[config.mk]
export PLATFORM = sky130hd
export DESIGN_NAME = ccp_ctrl
export DESIGN_NICKNAME = d
export VERILOG_FILES = /design/src/rtl/ccp_pkg.sv /design/src/rtl/ccp_ctrl.sv
export SDC_FILE = /design/constraint.sdc
export NUM_CORES = 1
export LEC_CHECK = 0
export BUFFER_PORTS_ARGS = -buffer_cell sky130_fd_sc_hd__buf_4
export CAP_MARGIN = 20
export CORE_MARGIN = 1
export CORE_UTILIZATION = 45
export CTS_BUF_LIST = sky130_fd_sc_hd__clkbuf_4 sky130_fd_sc_hd__clkbuf_8
export CTS_CLUSTER_SIZE = 30
export DETAILED_ROUTE_END_ITERATION = 16
export HOLD_SLACK_MARGIN = 0.08
export PLACE_DENSITY = 0.79
export SYNTH_ARGS = -nofsm -noshare
export SYNTH_HDL_FRONTEND = slang
export SYNTH_SLANG_ARGS = --single-unit
[constraint.sdc]
create_clock -name aclk -period 4.1 [get_ports aclk]
set_input_delay 0.615 -clock aclk [delete_from_list [all_inputs] [get_ports aclk]]
set_output_delay 0.615 -clock aclk [all_outputs]
set_load 0.05 [all_outputs]
[src/rtl/ccp_pkg.sv]
// Shared types, constants and rounding helpers for the climate control predictor.
// No dependencies; imported by every rtl module.
`default_nettype none
package ccp_pkg;

    localparam int VALUE_FRAC_BITS = 16;
    localparam int GAIN_FRAC_BITS  = 32;
    localparam int COEF_FRAC       = 24;
    localparam int MUL_W           = 34;
    localparam int ACC_W           = 64;
    localparam int COV_W           = 42;
    localparam int REM_W           = 45;
    localparam int DVS_W           = 44;
    localparam int NUM_W           = 24;
    localparam int QUO_W           = 32;
    localparam int CNT_W           = 6;
    localparam int IN_W            = 112;
    localparam int OUT_W           = 216;

    // n/29 as (n * ceil(2^29/29)) >> 29, exact for n below 2^24
    localparam int RECIP_SHIFT     = 29;
    localparam int RPROD_W         = 49;
    localparam logic [RPROD_W-NUM_W-1:0] RECIP_29 = 25'd18512791;

    // forgetting factor, G fraction bits
    localparam logic [DVS_W-1:0] LAMBDA_Q = DVS_W'((64'd1 << GAIN_FRAC_BITS)
        - ((64'd7 << GAIN_FRAC_BITS) + 64'd5000) / 64'd10000);

    localparam logic signed [MUL_W-1:0] K_AP_T     = 34'sd438324901;
    localparam logic signed [MUL_W-1:0] K_AP_H     = 34'sd13173470;
    localparam logic signed [MUL_W-1:0] K_MI_T     = 34'sd28452481;
    localparam logic signed [MUL_W-1:0] K_MI_H     = 34'sd1105619;
    localparam logic signed [MUL_W-1:0] K_T3       = 34'sd789771;
    localparam logic signed [MUL_W-1:0] K_T4       = 34'sd23334;
    localparam logic signed [MUL_W-1:0] K_TD       = 34'sd389024;
    localparam logic signed [MUL_W-1:0] K_LUM      = 34'sd7184;
    localparam logic signed [MUL_W-1:0] K_TMIST    = 34'sd2315256;
    localparam logic signed [MUL_W-1:0] K_HI       = 34'sd14705230;
    localparam logic signed [MUL_W-1:0] K_HO       = 34'sd3442685;
    localparam logic signed [MUL_W-1:0] K_HAP      = 34'sd26865356;
    localparam logic signed [MUL_W-1:0] K_HFAN     = 34'sd3707765;
    localparam logic signed [MUL_W-1:0] K_HMIST_HI = 34'sd336228830;
    localparam logic signed [MUL_W-1:0] K_HMIST_LO = 34'sd301989888;
    localparam logic signed [MUL_W-1:0] K_HT       = 34'sd667733;

    localparam logic [23:0] TEMP_SP_RESET = 24'd1638400;
    localparam logic [22:0] HUM_SP_RESET  = 23'd3932160;
    localparam logic [24:0] TEMP_PRED_RESET = 25'd1638400;
    localparam logic [24:0] HUM_PRED_RESET  = 25'd3276800;
    localparam logic [COV_W-1:0] COV_RESET = COV_W'(64'd1000 << GAIN_FRAC_BITS);

    localparam logic [0:0] REG_TEMP_SP = 1'b0;
    localparam logic [0:0] REG_HUM_SP  = 1'b1;

    typedef enum logic {
        DSEL_T = 1'b0,
        DSEL_H = 1'b1
    } div_sel_t;

    typedef enum logic [4:0] {
        OP_AP_T, OP_AP_H, OP_MI_T, OP_MI_H, OP_TD, OP_LUM, OP_TMIST,
        OP_T3, OP_T4, OP_T3AP, OP_T4FAN, OP_HI, OP_HO, OP_HT,
        OP_RAP, OP_RFAN, OP_HAP, OP_HFAN, OP_HMIST, OP_TAVG, OP_HAVG
    } op_t;

    typedef struct packed {
        logic     load;
        logic     div_go;
        div_sel_t div_sel;
        op_t      op;
        logic     exec;
        logic     commit;
    } ccp_cmd_t;

    typedef struct packed {
        logic div_done;
    } ccp_stat_t;

    function automatic logic signed [ACC_W-1:0] rnd_coef(input logic signed [ACC_W-1:0] x);
        return (x + (64'sd1 <<< (COEF_FRAC - 1))) >>> COEF_FRAC;
    endfunction

    function automatic logic signed [ACC_W-1:0] rnd_val(input logic signed [ACC_W-1:0] x);
        return (x + (64'sd1 <<< (VALUE_FRAC_BITS - 1))) >>> VALUE_FRAC_BITS;
    endfunction

    function automatic logic [24:0] sat25(input logic signed [ACC_W-1:0] x);
        logic [24:0] r;
        if (x < -64'sd16777216)     r = 25'h1000000;
        else if (x > 64'sd16777215) r = 25'h0FFFFFF;
        else                        r = x[24:0];
        return r;
    endfunction

endpackage
`default_nettype wire

[src/rtl/ccp_ctrl.sv]
// Controller: sequences the two gain divisions and the multiplier operations,
// owns the stream handshakes. Depends on ccp_pkg.
`default_nettype none
module ccp_ctrl
    import ccp_pkg::*;
(
    input  wire logic      aclk,
    input  wire logic      aresetn,
    input  wire logic      s_tvalid,
    output logic           s_tready,
    output logic           m_tvalid,
    input  wire logic      m_tready,
    input  wire ccp_stat_t stat,
    output ccp_cmd_t       cmd
);

    typedef enum logic [4:0] {
        ST_IDLE  = 5'b00001,
        ST_DIV_T = 5'b00010,
        ST_DIV_H = 5'b00100,
        ST_OPS   = 5'b01000,
        ST_DONE  = 5'b10000
    } state_t;

    state_t state_reg, state_next;
    op_t    op_reg, op_next;
    logic   phase_reg, phase_next;
    logic   go_reg, go_next;
    logic   valid_reg, valid_next;
    logic   out_load;

    always_comb begin
        state_next = state_reg;
        op_next    = op_reg;
        phase_next = 1'b0;
        go_next    = 1'b0;
        out_load   = 1'b0;
        case (state_reg)
            ST_IDLE: begin
                if (s_tvalid) begin
                    state_next = ST_DIV_T;
                    go_next = 1'b1;
                end
            end
            ST_DIV_T: begin
                if (stat.div_done) begin
                    state_next = ST_DIV_H;
                    go_next = 1'b1;
                end
            end
            ST_DIV_H: begin
                if (stat.div_done) begin
                    state_next = ST_OPS;
                    op_next = OP_AP_T;
                end
            end
            ST_OPS: begin
                // phase 0 loads the product register, phase 1 acts on it
                phase_next = !phase_reg;
                if (phase_reg) begin
                    if (op_reg == OP_HAVG) state_next = ST_DONE;
                    else op_next = op_t'(op_reg + 5'd1);
                end
            end
            ST_DONE: begin
                if (!valid_reg || m_tready) begin
                    out_load = 1'b1;
                    state_next = ST_IDLE;
                end
            end
            default: state_next = ST_IDLE;
        endcase
    end

    always_comb begin
        valid_next = valid_reg;
        if (out_load)      valid_next = 1'b1;
        else if (m_tready) valid_next = 1'b0;
    end

    always_ff @(posedge aclk) begin
        if (!aresetn) begin
            state_reg <= ST_IDLE;
            op_reg    <= OP_AP_T;
            phase_reg <= 1'b0;
            go_reg    <= 1'b0;
            valid_reg <= 1'b0;
        end else begin
            state_reg <= state_next;
            op_reg    <= op_next;
            phase_reg <= phase_next;
            go_reg    <= go_next;
            valid_reg <= valid_next;
        end
    end

    always_comb begin
        cmd.load   = s_tvalid && (state_reg == ST_IDLE);
        cmd.div_go = go_reg;
        case (state_reg)
            ST_DIV_H: cmd.div_sel = DSEL_H;
            default:  cmd.div_sel = DSEL_T;
        endcase
        cmd.op     = op_reg;
        cmd.exec   = (state_reg == ST_OPS) && phase_reg;
        cmd.commit = out_load;
    end

    assign s_tready = (state_reg == ST_IDLE);
    assign m_tvalid = valid_reg;

endmodule
`default_nettype wire

==> impl_metrics.sql, run 1 <==
INSERT INTO impl_metrics (metric_group, metric, value, unit) VALUES
('yosys', 'post_synth_instance_area', '778', 'µm²'),
('floorplanning', 'core_region_area', '1560', 'µm²'),
('floorplanning', 'width_of_the_die', '43.6', 'µm'),
('cts', 'cts_sinks', '13', ''),
('drt', 'number_of_design_rule_violations_left_by_the_first_detailed_router_iteration', '27', ''),
('yosys', 'post_synth_fa_ha_maj_area_fraction', '3.22', '%'),
('finish', 'syn_to_final_growth', '16.6', '%'),
('placement', 'dpl.hpwl', '1140', 'µm'),
('sta', 'final_max_slew_viol_count', '0', ''),
('job', 'timing.max_cap.violations', '0', ''),
('power', 'power.net_switching', '76.4', 'µW'),
('critical_path', 'worstSetupEndpointType', 'primary output', ''),
('power', 'peakVddDrop', '203', 'µV'),
('hold_path', 'holdCritPathClass', 'reg2reg', ''),
('sta', 'grt_setup_unrepaired', 'false', ''),
('grt', 'vias_in_the_first_global_route', '572', ''),
('grt', 'grt-ovfl-total', '0', ''),
('finish', 'mostFrequentLayoutCells', 'sky130_fd_sc_hd__buf_4 (16), sky130_fd_sc_hd__dfxtp_1 (13), sky130_fd_sc_hd__nand2_1 (8)', ''),
('placement', 'gp_congestion', '0.771', ''),
('grt', 'grt_start_max_net_pins', '13', ''),
('sta', 'final.setup.tns', '0', 'ps'),
('outcome', 'outcome', 'completed', ''),
('critical_path', 'r2r_setup_slack', '2430', 'ps'),
('floorplanning', 'floorplan.rows', '14', ''),
('critical_path', 'rr_startpoint', 'op_reg[0]', ''),
('yosys', 'synth_cell_type_count', '38', ''),
('yosys', 'yosys.area_share.xor_xnor', '1.13', '%'),
('sta', 'maxClockFrequency', '451', 'MHz'),
('sta', 'hold_violations', '0', ''),
('grt', 'grt_pass1_wl', '2650', 'µm'),
('grt', 'antenna_found_initial', '0', ''),
('finish', 'final_common_cell', 'sky130_fd_sc_hd__buf_4', ''),
('yosys', 'syn-num-nets', '92', ''),
('floorplanning', 'initial_utilization', '49.9', '%'),
('hold_path', 'worstHoldEndpoint', 'op_reg[1]', ''),
('sta', 'fin_skew', '0.393', 'ps'),
('drt', 'drt-total-wl', '1580', 'µm'),
('hold_path', 'worst_hold_path.num_cells', '2', ''),
('critical_path', 'crit-reg2reg-capture', 'state_reg[1]', ''),
('critical_path', 'worst-endpoint-arrival', '1600', 'ps'),
('yosys', 'synth-seq-area-share', '33.4', '%'),
('cts', 'deepest_clock_path_buffer_count', '2', ''),
('placement', 'postPlaceCellArea', '880', 'µm²'),
('sta', 'final_critical_path_setup_slack', '1880', 'ps'),
('cts', 'cts_tree', 'done', ''),
('critical_path', 'critPathRequiredTime', '3480', 'ps'),
('cts', 'clkTransAtPathRegs', '80', 'ps'),
('cts', 'h_tree_levels', '1', ''),
('yosys', 'netlist.area_leader.share', '33.4', '%'),
('power', 'p_int', '181', 'µW'),
('yosys', 'synth.avg_cell_area', '9.16', 'µm²'),
('cts', 'post_cts_resize_count', '0', ''),
('grt', 'grt.total_usage', '18.7', '%'),
('yosys', 'post_synthesis_cells', '85', ''),
('cts', 'worstSkewPairLatency', '280', 'ps'),
('sta', 'post-route-period-util', '54.1', '%'),
('sta', 'fin_crit', '2220', 'ps'),
('critical_path', 'critical_path.max_fanout', '6', ''),
('placement', 'place_ws', '2220', 'ps'),
('finish', 'fin_area', '907', 'µm²'),
('finish', 'design.final.nets', '108', ''),
('cts', 'root_buffer', 'sky130_fd_sc_hd__clkbuf_4', ''),
('power', 'leakage', '0.357', 'nW'),
('drt', 'drtPass1Iterations', '4', ''),
('floorplanning', 'die_height', '43.6', 'µm'),
('drt', 'vias', '670', ''),
('yosys', 'simple_gate_fraction_of_synth_area', '33.6', '%'),
('power', 'seqPwrFrac', '52.5', '%'),
('critical_path', 'timing.critical_path.from_type', 'register', ''),
('power', 'power-per-cell-area', '284', 'nW/µm²'),
('sta', 'timing.final.setup_violations', '0', '');
[worst max path at each step]
stage                 start      to  slack [ps]  depth (start not counted)
2_1_floorplan  state_reg[0]  cmd[1]        1460                          2
3_3_place_gp   state_reg[3]  cmd[0]        2260                          4
3_5_place_dp   state_reg[3]  cmd[0]        2220                          4
4_1_cts        state_reg[3]  cmd[0]        1910                          4
5_1_grt        state_reg[0]  cmd[0]        1790                          4
6_report       state_reg[3]  cmd[0]        1880                          4
[Yosys cell counts (all sizes together)]
| master | n |
|---|---|
| nor4 | 3 |
| o32ai | 1 |
| buf | 4 |
| nand2 | 8 |
| ha | 2 |
| dfxtp | 13 |
| a21oi | 5 |
| xor2 | 1 |
| a311oi | 2 |
| o221ai | 1 |
| mux2i | 1 |
| nand3 | 3 |
| and3 | 5 |
| a31oi | 1 |
| nand2b | 5 |
| a22o | 2 |
| a41oi | 1 |
| nor2 | 4 |
| nor3b | 1 |
| nor3 | 1 |
| nand4b | 4 |
| and2b | 1 |
| inv | 7 |
| o31ai | 1 |
| o21ai | 1 |
| or2 | 1 |
| nand4 | 1 |
| o211ai | 2 |
| a31o | 2 |
| dlygate4sd1 | 1 |
[layer usage]
metal | vias up | global-route usage, % | share of wire, %
li1 | 342 | - | -
met1 | 305 | 26.0 | 47
met2 | 19 | 28.1 | 47
met3 | 4 | 2.50 | 4.3
met4 | 0 | 9.38 | 1.8
met5 | - | 0 | 0
[stage by stage]
| stage | util [%] | total power, mW | hold slack [ps] | std cells |
|---|---|---|---|---|
| floorplan | - | 0.170 | 520 | 85 |
| global placement | 56.4 | 0.180 | 492 | 112 |
| detailed placement | 56.4 | 0.181 | 504 | 112 |
| CTS | 58.2 | 0.258 | 515 | 116 |
| global route | 58.2 | 0.268 | 552 | 116 |
| finish | 58.2 | 0.258 | 507 | 116 |
[logic make-up (layout without fill, tap and decap cells)]
| kind of cell | after synthesis | count (layout) |
|---|---|---|
| adder cells (fa/ha/maj) | 2 | 2 |
| XOR/XNOR | 1 | 1 |
| flip-flops | 13 | 13 |
| buffers and inverters | 12 | 27 |
| multiplexers | 1 | 1 |
| AND/OR/NAND/NOR | 37 | 37 |
| AO/OA/AOI/OAI | 19 | 19 |
[worst max-delay path: stages (launching register included)]
cell and delay (ps):
sky130_fd_sc_hd__dfxtp_1 370, sky130_fd_sc_hd__nor3_1 420, sky130_fd_sc_hd__nand3_1 190, sky130_fd_sc_hd__nor2_1 140, sky130_fd_sc_hd__buf_4 200
[power by group through the flow]
| stage | Sequential [mW] | Combinational [mW] | Clock [mW] |
|---|---|---|---|
| 2_1_floorplan | 0.135 | 0.0346 | 0 |
| 3_3_place_gp | 0.138 | 0.0425 | 0 |
| 3_5_place_dp | 0.138 | 0.0431 | 0 |
| 4_1_cts | 0.135 | 0.0433 | 0.0802 |
| 5_1_grt | 0.136 | 0.0460 | 0.0863 |
| 6_report | 0.135 | 0.0434 | 0.0791 |
[cell type report]
class                      instances  area (µm²)
clock buffer                       3        22.5
multi-input combinational         60         453
tap                               16        20.0
timing repair buffer              16         120
fill                             134         652
clock inverter                     1        5.00
inverter                           7        26.3
sequential                        13         260
No activity file was read; power rests on OpenSTA's default activity.
==> run 2, diff against run 1 <==
==> constraint.sdc (replaced) <==
create_clock -name aclk -period 2.3 [get_ports aclk]
set_input_delay 0.345 -clock aclk [delete_from_list [all_inputs] [get_ports aclk]]
set_output_delay 0.345 -clock aclk [all_outputs]
set_load 0.05 [all_outputs]
==> run 2 against run 1 <==
  * The flow now finishes with violations (design-rule violations)
  * Hold slack got worse by 170 ps
  * Largest power group unchanged
  * Total power increased by 84%
  * Critical path depth increased by 1
  * Sequential power increased by 79%
  * Clock skew increased by 0.58 ps
  * Clock power increased by 95%
  * Count of clock-buffer cells in the layout increased by 1
  * Die area unchanged
  * Sequential cell count unchanged
==> impl_metrics.sql, run 2 (synthesis gave the netlist of run 1 again) <==
INSERT INTO impl_metrics (metric_group, metric, value, unit) VALUES
('outcome', 'outcome', 'complete, but fails checks', ''),
('outcome', 'violations', 'design-rule violations', ''),
('drt', 'vias', '665', ''),
('cts', 'cts_hold_buf', '0', ''),
('critical_path', 'critical_path.max_fanout', '9', ''),
('sta', 'grt_setup_unrepaired', 'false', ''),
('drt', 'route.detailed.vias_per_inst', '5.68', ''),
('critical_path', 'worst-endpoint-arrival', '1490', 'ps'),
('power', 'leakage', '0.363', 'nW'),
('drt', 'drc_errors', '1', ''),
('critical_path', 'critPathRequiredTime', '1960', 'ps'),
('cts', 'cts_inserted_buffers', '3', ''),
('floorplanning', 'top_level_ports', '17', ''),
('cts', 'clkTransAtPathRegs', '80', 'ps'),
('finish', 'final_common_cell', 'sky130_fd_sc_hd__buf_4', ''),
('grt', 'antenna_found_initial', '0', ''),
('placement', 'gp_congestion', '0.789', ''),
('drt', 'number_of_design_rule_violations_left_by_the_first_detailed_router_iteration', '17', ''),
('drt', 'drtPass1Iterations', '10', ''),
('finish', 'syn_to_final_growth', '18.6', '%'),
('hold_path', 'holdCritPathClass', 'in2reg', ''),
('sta', 'worst-slew-pin-transition', '482', 'ps'),
('sta', 'final_max_slew_viol_count', '0', ''),
('floorplanning', 'die_area', '1900', 'µm²'),
('placement', 'port_buffers', '16', ''),
('sta', 'maxClockFrequency', '546', 'MHz'),
('critical_path', 'timing.critical_path.from_type', 'register', ''),
('sta', 'timing.final.setup_violations', '0', ''),
('grt', 'grt-ovfl-total', '0', ''),
('cts', 'cts_tree', 'done', ''),
('critical_path', 'worst_r2r_path_depth', '6', ''),
('drt', 'final_antenna_net_count', '0', ''),
('cts', 'post_cts_resize_count', '0', ''),
('grt', 'grt_pass1_wl', '2810', 'µm'),
('cts', 'deepest_clock_path_buffer_count', '2', ''),
('floorplanning', 'initial_utilization', '49.9', '%'),
('power', 'peakVddDrop', '300', 'µV'),
('finish', 'design.final.nets', '109', ''),
('cts', 'worstSkewPairLatency', '270', 'ps'),
('floorplanning', 'core_region_area', '1560', 'µm²'),
('grt', 'grt_start_max_net_pins', '13', ''),
('hold_path', 'worst_hold_path.num_cells', '2', ''),
('drt', 'avgRoutedWirePerCell', '13.5', 'µm'),
('finish', 'post_route_cells_drive_above_1_share', '31.7', '%'),
('placement', 'place_ws', '663', 'ps'),
('sta', 'hold_violations', '0', ''),
('floorplanning', 'width_of_the_die', '43.6', 'µm'),
('cts', 'cts_setup_buffers', '0', ''),
('critical_path', 'worstSetupEndpointType', 'primary output', ''),
('critical_path', 'timing.setup.critical_path_class', 'reg2out', ''),
('job', 'timing.max_cap.violations', '0', ''),
('drt', 'drt-total-wl', '1580', 'µm'),
('sta', 'post-route-period-util', '79.7', '%'),
('cts', 'h_tree_levels', '1', ''),
('sta', 'final.setup.tns', '0', 'ps'),
('floorplanning', 'floorplan.rows', '14', ''),
('power', 'power-per-cell-area', '514', 'nW/µm²'),
('sta', 'worst_hold_slack', '338', 'ps'),
('finish', 'mostFrequentLayoutCells', 'sky130_fd_sc_hd__buf_4 (17), sky130_fd_sc_hd__dfxtp_1 (13), sky130_fd_sc_hd__nand2_1 (8)', ''),
('sta', 'fin_skew', '0.970', 'ps'),
('floorplanning', 'die_height', '43.6', 'µm'),
('cts', 'cts_sinks', '13', ''),
('finish', 'antennaDiodeCount', '0', ''),
('placement', 'dpl.hpwl', '1180', 'µm'),
('sta', 'final_critical_path_setup_slack', '468', 'ps'),
('sta', 'worst_slew_margin_rel', '67.6', '%'),
('cts', 'root_buffer', 'sky130_fd_sc_hd__clkbuf_4', ''),
('grt', 'vias_in_the_first_global_route', '620', ''),
('grt', 'grt.total_usage', '19.3', '%'),
('sta', 'fin_crit', '1830', 'ps');
[run 2: worst paths after layout]
path | startpoint | end | slack, ps
worst min-delay path | s_tvalid | state_reg[0] | 340
worst max register to register | op_reg[0] | state_reg[1] | 640
worst min register to register | op_reg[1] | op_reg[1] | 510
worst max-delay path | state_reg[4] | cmd[9] | 470
[run 2: layout make-up]
type                    count  area [µm²]
multi-input cells          60         459
fillers                   131         636
well taps                  16        20.0
clock buffers               4        30.0
flip-flops and latches     13         260
inverters                   7        26.3
repair buffers             17         128
[run 2: metrics by stage]
stage	util [%]	cell area (µm²)	instances	total power, mW
floorplan	-	785	85	0.303
global placement	57.3	893	113	0.325
detailed placement	57.3	893	113	0.326
CTS	59.2	923	117	0.475
global route	59.2	923	117	0.494
finish	59.2	923	117	0.475
[run 2: power breakdown]
group | internal [mW] | switching [mW] | total, mW
clock | 0.0788 | 0.0749 | 0.154
combinational | 0.0309 | 0.0493 | 0.0803
sequential | 0.230 | 0.0104 | 0.241
total | 0.340 | 0.135 | 0.475
[run 2: routing by layer]
layer	vias to the layer above	wire, µm	track usage [%]
met5	-	0	0
met4	0	0	5.63
met3	0	87	2.50
met2	20	713	29.0
met1	302	781	28.8
li1	343	-	-
[run 2: worst max-delay path: stages (launching register included)]
cell and delay [ps]:
sky130_fd_sc_hd__dfxtp_1 570, sky130_fd_sc_hd__nor2_1 120, sky130_fd_sc_hd__and3_1 230, sky130_fd_sc_hd__nand2_1 90, sky130_fd_sc_hd__inv_1 40, sky130_fd_sc_hd__buf_4 180
==> run 3, diff against run 2 <==
==> constraint.sdc (replaced) <==
create_clock -name aclk -period 1.78 [get_ports aclk]
set_input_delay 0.267 -clock aclk [delete_from_list [all_inputs] [get_ports aclk]]
set_output_delay 0.267 -clock aclk [all_outputs]
set_load 0.05 [all_outputs]
==> run 3 against run 2 <==
  * The flow still finishes with violations (design-rule violations)
  * Die area unchanged
  * Via count up 6.3%
  * Non-clock buffer count unchanged
  * Register-to-register slack worse by 480 ps
  * Cell area up 1.1%
  * Sequential share of layout area up 0.10 points
  * Clock skew up 2.0 ps
  * First-iteration DRC count up 18%
==> impl_metrics.sql, run 3 (synthesis gave the netlist of run 1 again) <==
INSERT INTO impl_metrics (metric_group, metric, value, unit) VALUES
('outcome', 'outcome', 'complete, but fails checks', ''),
('outcome', 'violations', 'design-rule violations', ''),
('drt', 'drt-total-wl', '1720', 'µm'),
('drt', 'number_of_design_rule_violations_left_by_the_first_detailed_router_iteration', '20', ''),
('power', 'seqPwrFrac', '50.3', '%'),
('cts', 'root_buffer', 'sky130_fd_sc_hd__clkbuf_4', ''),
('grt', 'antenna_found_initial', '0', ''),
('sta', 'worst_slew_margin_rel', '67.9', '%'),
('sta', 'maxClockFrequency', '598', 'MHz'),
('critical_path', 'worst-endpoint-arrival', '1410', 'ps'),
('critical_path', 'r2r_setup_slack', '160', 'ps'),
('critical_path', 'worst_r2r_path_depth', '6', ''),
('sta', 'post-route-period-util', '93.9', '%'),
('critical_path', 'critPathRequiredTime', '1510', 'ps'),
('power', 'power-per-cell-area', '665', 'nW/µm²'),
('placement', 'port_buffers', '16', ''),
('hold_path', 'holdCritPathClass', 'in2reg', ''),
('power', 'swShare', '28.9', '%'),
('grt', 'grt.total_usage', '20.7', '%'),
('floorplanning', 'top_level_ports', '17', ''),
('floorplanning', 'initial_utilization', '49.9', '%'),
('sta', 'fin_skew', '2.94', 'ps'),
('drt', 'drc_errors', '2', ''),
('grt', 'vias_in_the_first_global_route', '663', ''),
('finish', 'post_route_cells_drive_above_1_share', '36.6', '%'),
('sta', 'fin_crit', '1670', 'ps'),
('power', 'clkPwrFrac', '32.7', '%'),
('critical_path', 'setup.worst_path.end', 'cmd[0]', ''),
('job', 'timing.max_cap.violations', '0', ''),
('floorplanning', 'width_of_the_die', '43.6', 'µm'),
('grt', 'grt-ovfl-total', '0', ''),
('critical_path', 'launch_point_of_the_worst_path', 'state_reg[2]', ''),
('power', 'power.net_switching', '179', 'µW'),
('critical_path', 'peak_per_stage_delay_on_the_critical_path', '370', 'ps'),
('power', 'combPwrFrac', '17.0', '%'),
('critical_path', 'timing.setup.critical_path_class', 'reg2out', ''),
('sta', 'worst_hold_slack', '262', 'ps'),
('cts', 'cts_inserted_buffers', '3', ''),
('cts', 'cts_tree', 'done', ''),
('drt', 'route.detailed.vias_per_inst', '6.04', ''),
('cts', 'cts_hold_buf', '0', ''),
('critical_path', 'critical_path.max_fanout', '6', ''),
('finish', 'num-fill-cells', '131', ''),
('critical_path', 'cp_slowest_cell', 'sky130_fd_sc_hd__dfxtp_1', ''),
('power', 'leakage', '0.369', 'nW'),
('cts', 'worstSkewPairLatency', '280', 'ps'),
('grt', 'grt_pass1_wl', '2900', 'µm'),
('cts', 'clkTransAtPathRegs', '80', 'ps'),
('placement', 'postPlaceCellArea', '896', 'µm²'),
('sta', 'worst-slew-pin-transition', '478', 'ps'),
('cts', 'h_tree_levels', '1', ''),
('placement', 'dpl.hpwl', '1230', 'µm'),
('cts', 'cts_sinks', '13', ''),
('critical_path', 'crit-reg2reg-capture', 'state_reg[1]', ''),
('sta', 'timing.final.setup_violations', '0', ''),
('placement', 'gp_congestion', '0.774', ''),
('finish', 'syn_to_final_growth', '19.9', '%'),
('sta', 'final_max_slew_viol_count', '0', ''),
('sta', 'grt_setup_unrepaired', 'false', ''),
('sta', 'hold_violations', '0', ''),
('cts', 'deepest_clock_path_buffer_count', '2', ''),
('critical_path', 'cp_cell_sequence', 'nor3_2, nand3_1, nor2_1, buf_4', ''),
('critical_path', 'rr_startpoint', 'op_reg[0]', ''),
('grt', 'grt_start_max_net_pins', '13', ''),
('drt', 'drtPass1Iterations', '10', ''),
('drt', 'final_antenna_net_count', '0', ''),
('finish', 'antennaDiodeCount', '0', ''),
('floorplanning', 'floorplan.rows', '14', ''),
('power', 'peakVddDrop', '473', 'µV'),
('sta', 'final.setup.tns', '0', 'ps'),
('floorplanning', 'die_height', '43.6', 'µm'),
('finish', 'fin_area', '933', 'µm²'),
('drt', 'avgRoutedWirePerCell', '14.7', 'µm'),
('finish', 'final_common_cell', 'sky130_fd_sc_hd__buf_4', ''),
('finish', 'design.final.nets', '109', ''),
('floorplanning', 'core_region_area', '1560', 'µm²'),
('floorplanning', 'die_area', '1900', 'µm²'),
('finish', 'mostFrequentLayoutCells', 'sky130_fd_sc_hd__buf_4 (17), sky130_fd_sc_hd__dfxtp_1 (10), sky130_fd_sc_hd__nand2_1 (8)', ''),
('drt', 'vias', '707', ''),
('critical_path', 'timing.critical_path.from_type', 'register', ''),
('power', 'p_int', '441', 'µW'),
('critical_path', 'worstSetupEndpointType', 'primary output', '');
run 3: critical path, delay by kind of cell, from the launching register on:
| family | cells | cell delay (ps) |
|---|---|---|
| flip-flops | 1 | 370 |
| buffers and inverters | 1 | 200 |
| AND/OR/NAND/NOR | 3 | 560 |
run 3: layout make-up:
| cell class | count | area [µm²] | area share [%] |
|---|---|---|---|
| Tap cell | 16 | 20.0 | 2.14 |
| Timing Repair Buffer | 17 | 128 | 13.7 |
| Clock buffer | 4 | 30.0 | 3.22 |
| Multi-Input combinational cell | 60 | 465 | 49.9 |
| Sequential cell | 13 | 264 | 28.3 |
| Inverter | 7 | 26.3 | 2.82 |
run 3: worst min path at each step:
| stage | start | slack [ps] | to | cells past startpoint |
|---|---|---|---|---|
| global placement | op_reg[1] | 500 | op_reg[1] | 2 |
| global route | s_tvalid | 260 | state_reg[0] | 2 |
| floorplan | stat | 400 | state_reg[3] | 2 |
| CTS | s_tvalid | 260 | state_reg[0] | 2 |
| detailed placement | op_reg[1] | 510 | op_reg[1] | 2 |
| finish | aresetn | 260 | state_reg[0] | 2 |
run 3: metrics by stage:
stage	utilization, %	worst slack [ps]	cells	power [mW]
finish	59.9	108	117	0.621
global placement	57.5	241	113	0.420
floorplan	-	16.6	85	0.392
global route	59.9	1.04	117	0.645
detailed placement	57.5	182	113	0.422
CTS	59.5	0.156	117	0.620
run 3: power groups by stage:
stage / Sequential [mW] / Clock (mW) / Combinational [mW]
global route: 0.313 / 0.217 / 0.114
floorplan: 0.311 / 0 / 0.0811
global placement: 0.317 / 0 / 0.103
CTS: 0.311 / 0.204 / 0.105
finish: 0.312 / 0.203 / 0.106
detailed placement: 0.318 / 0 / 0.104
run 3: metal layers:
metal	part of all wire [%]	vias up	routed length, µm	global-route usage, %
met5	0	-	0	0
met4	1.5	0	26	11.3
met3	3.8	4	65	3.75
met2	51	20	872	33.4
met1	44	339	757	25.8
li1	-	344	-	-
run 3: timing repair:
item                       CTS  global route
pin swaps                    0             0
setup endpoints to repair    1             3
resized for setup            1             2
buffers inserted             0             0
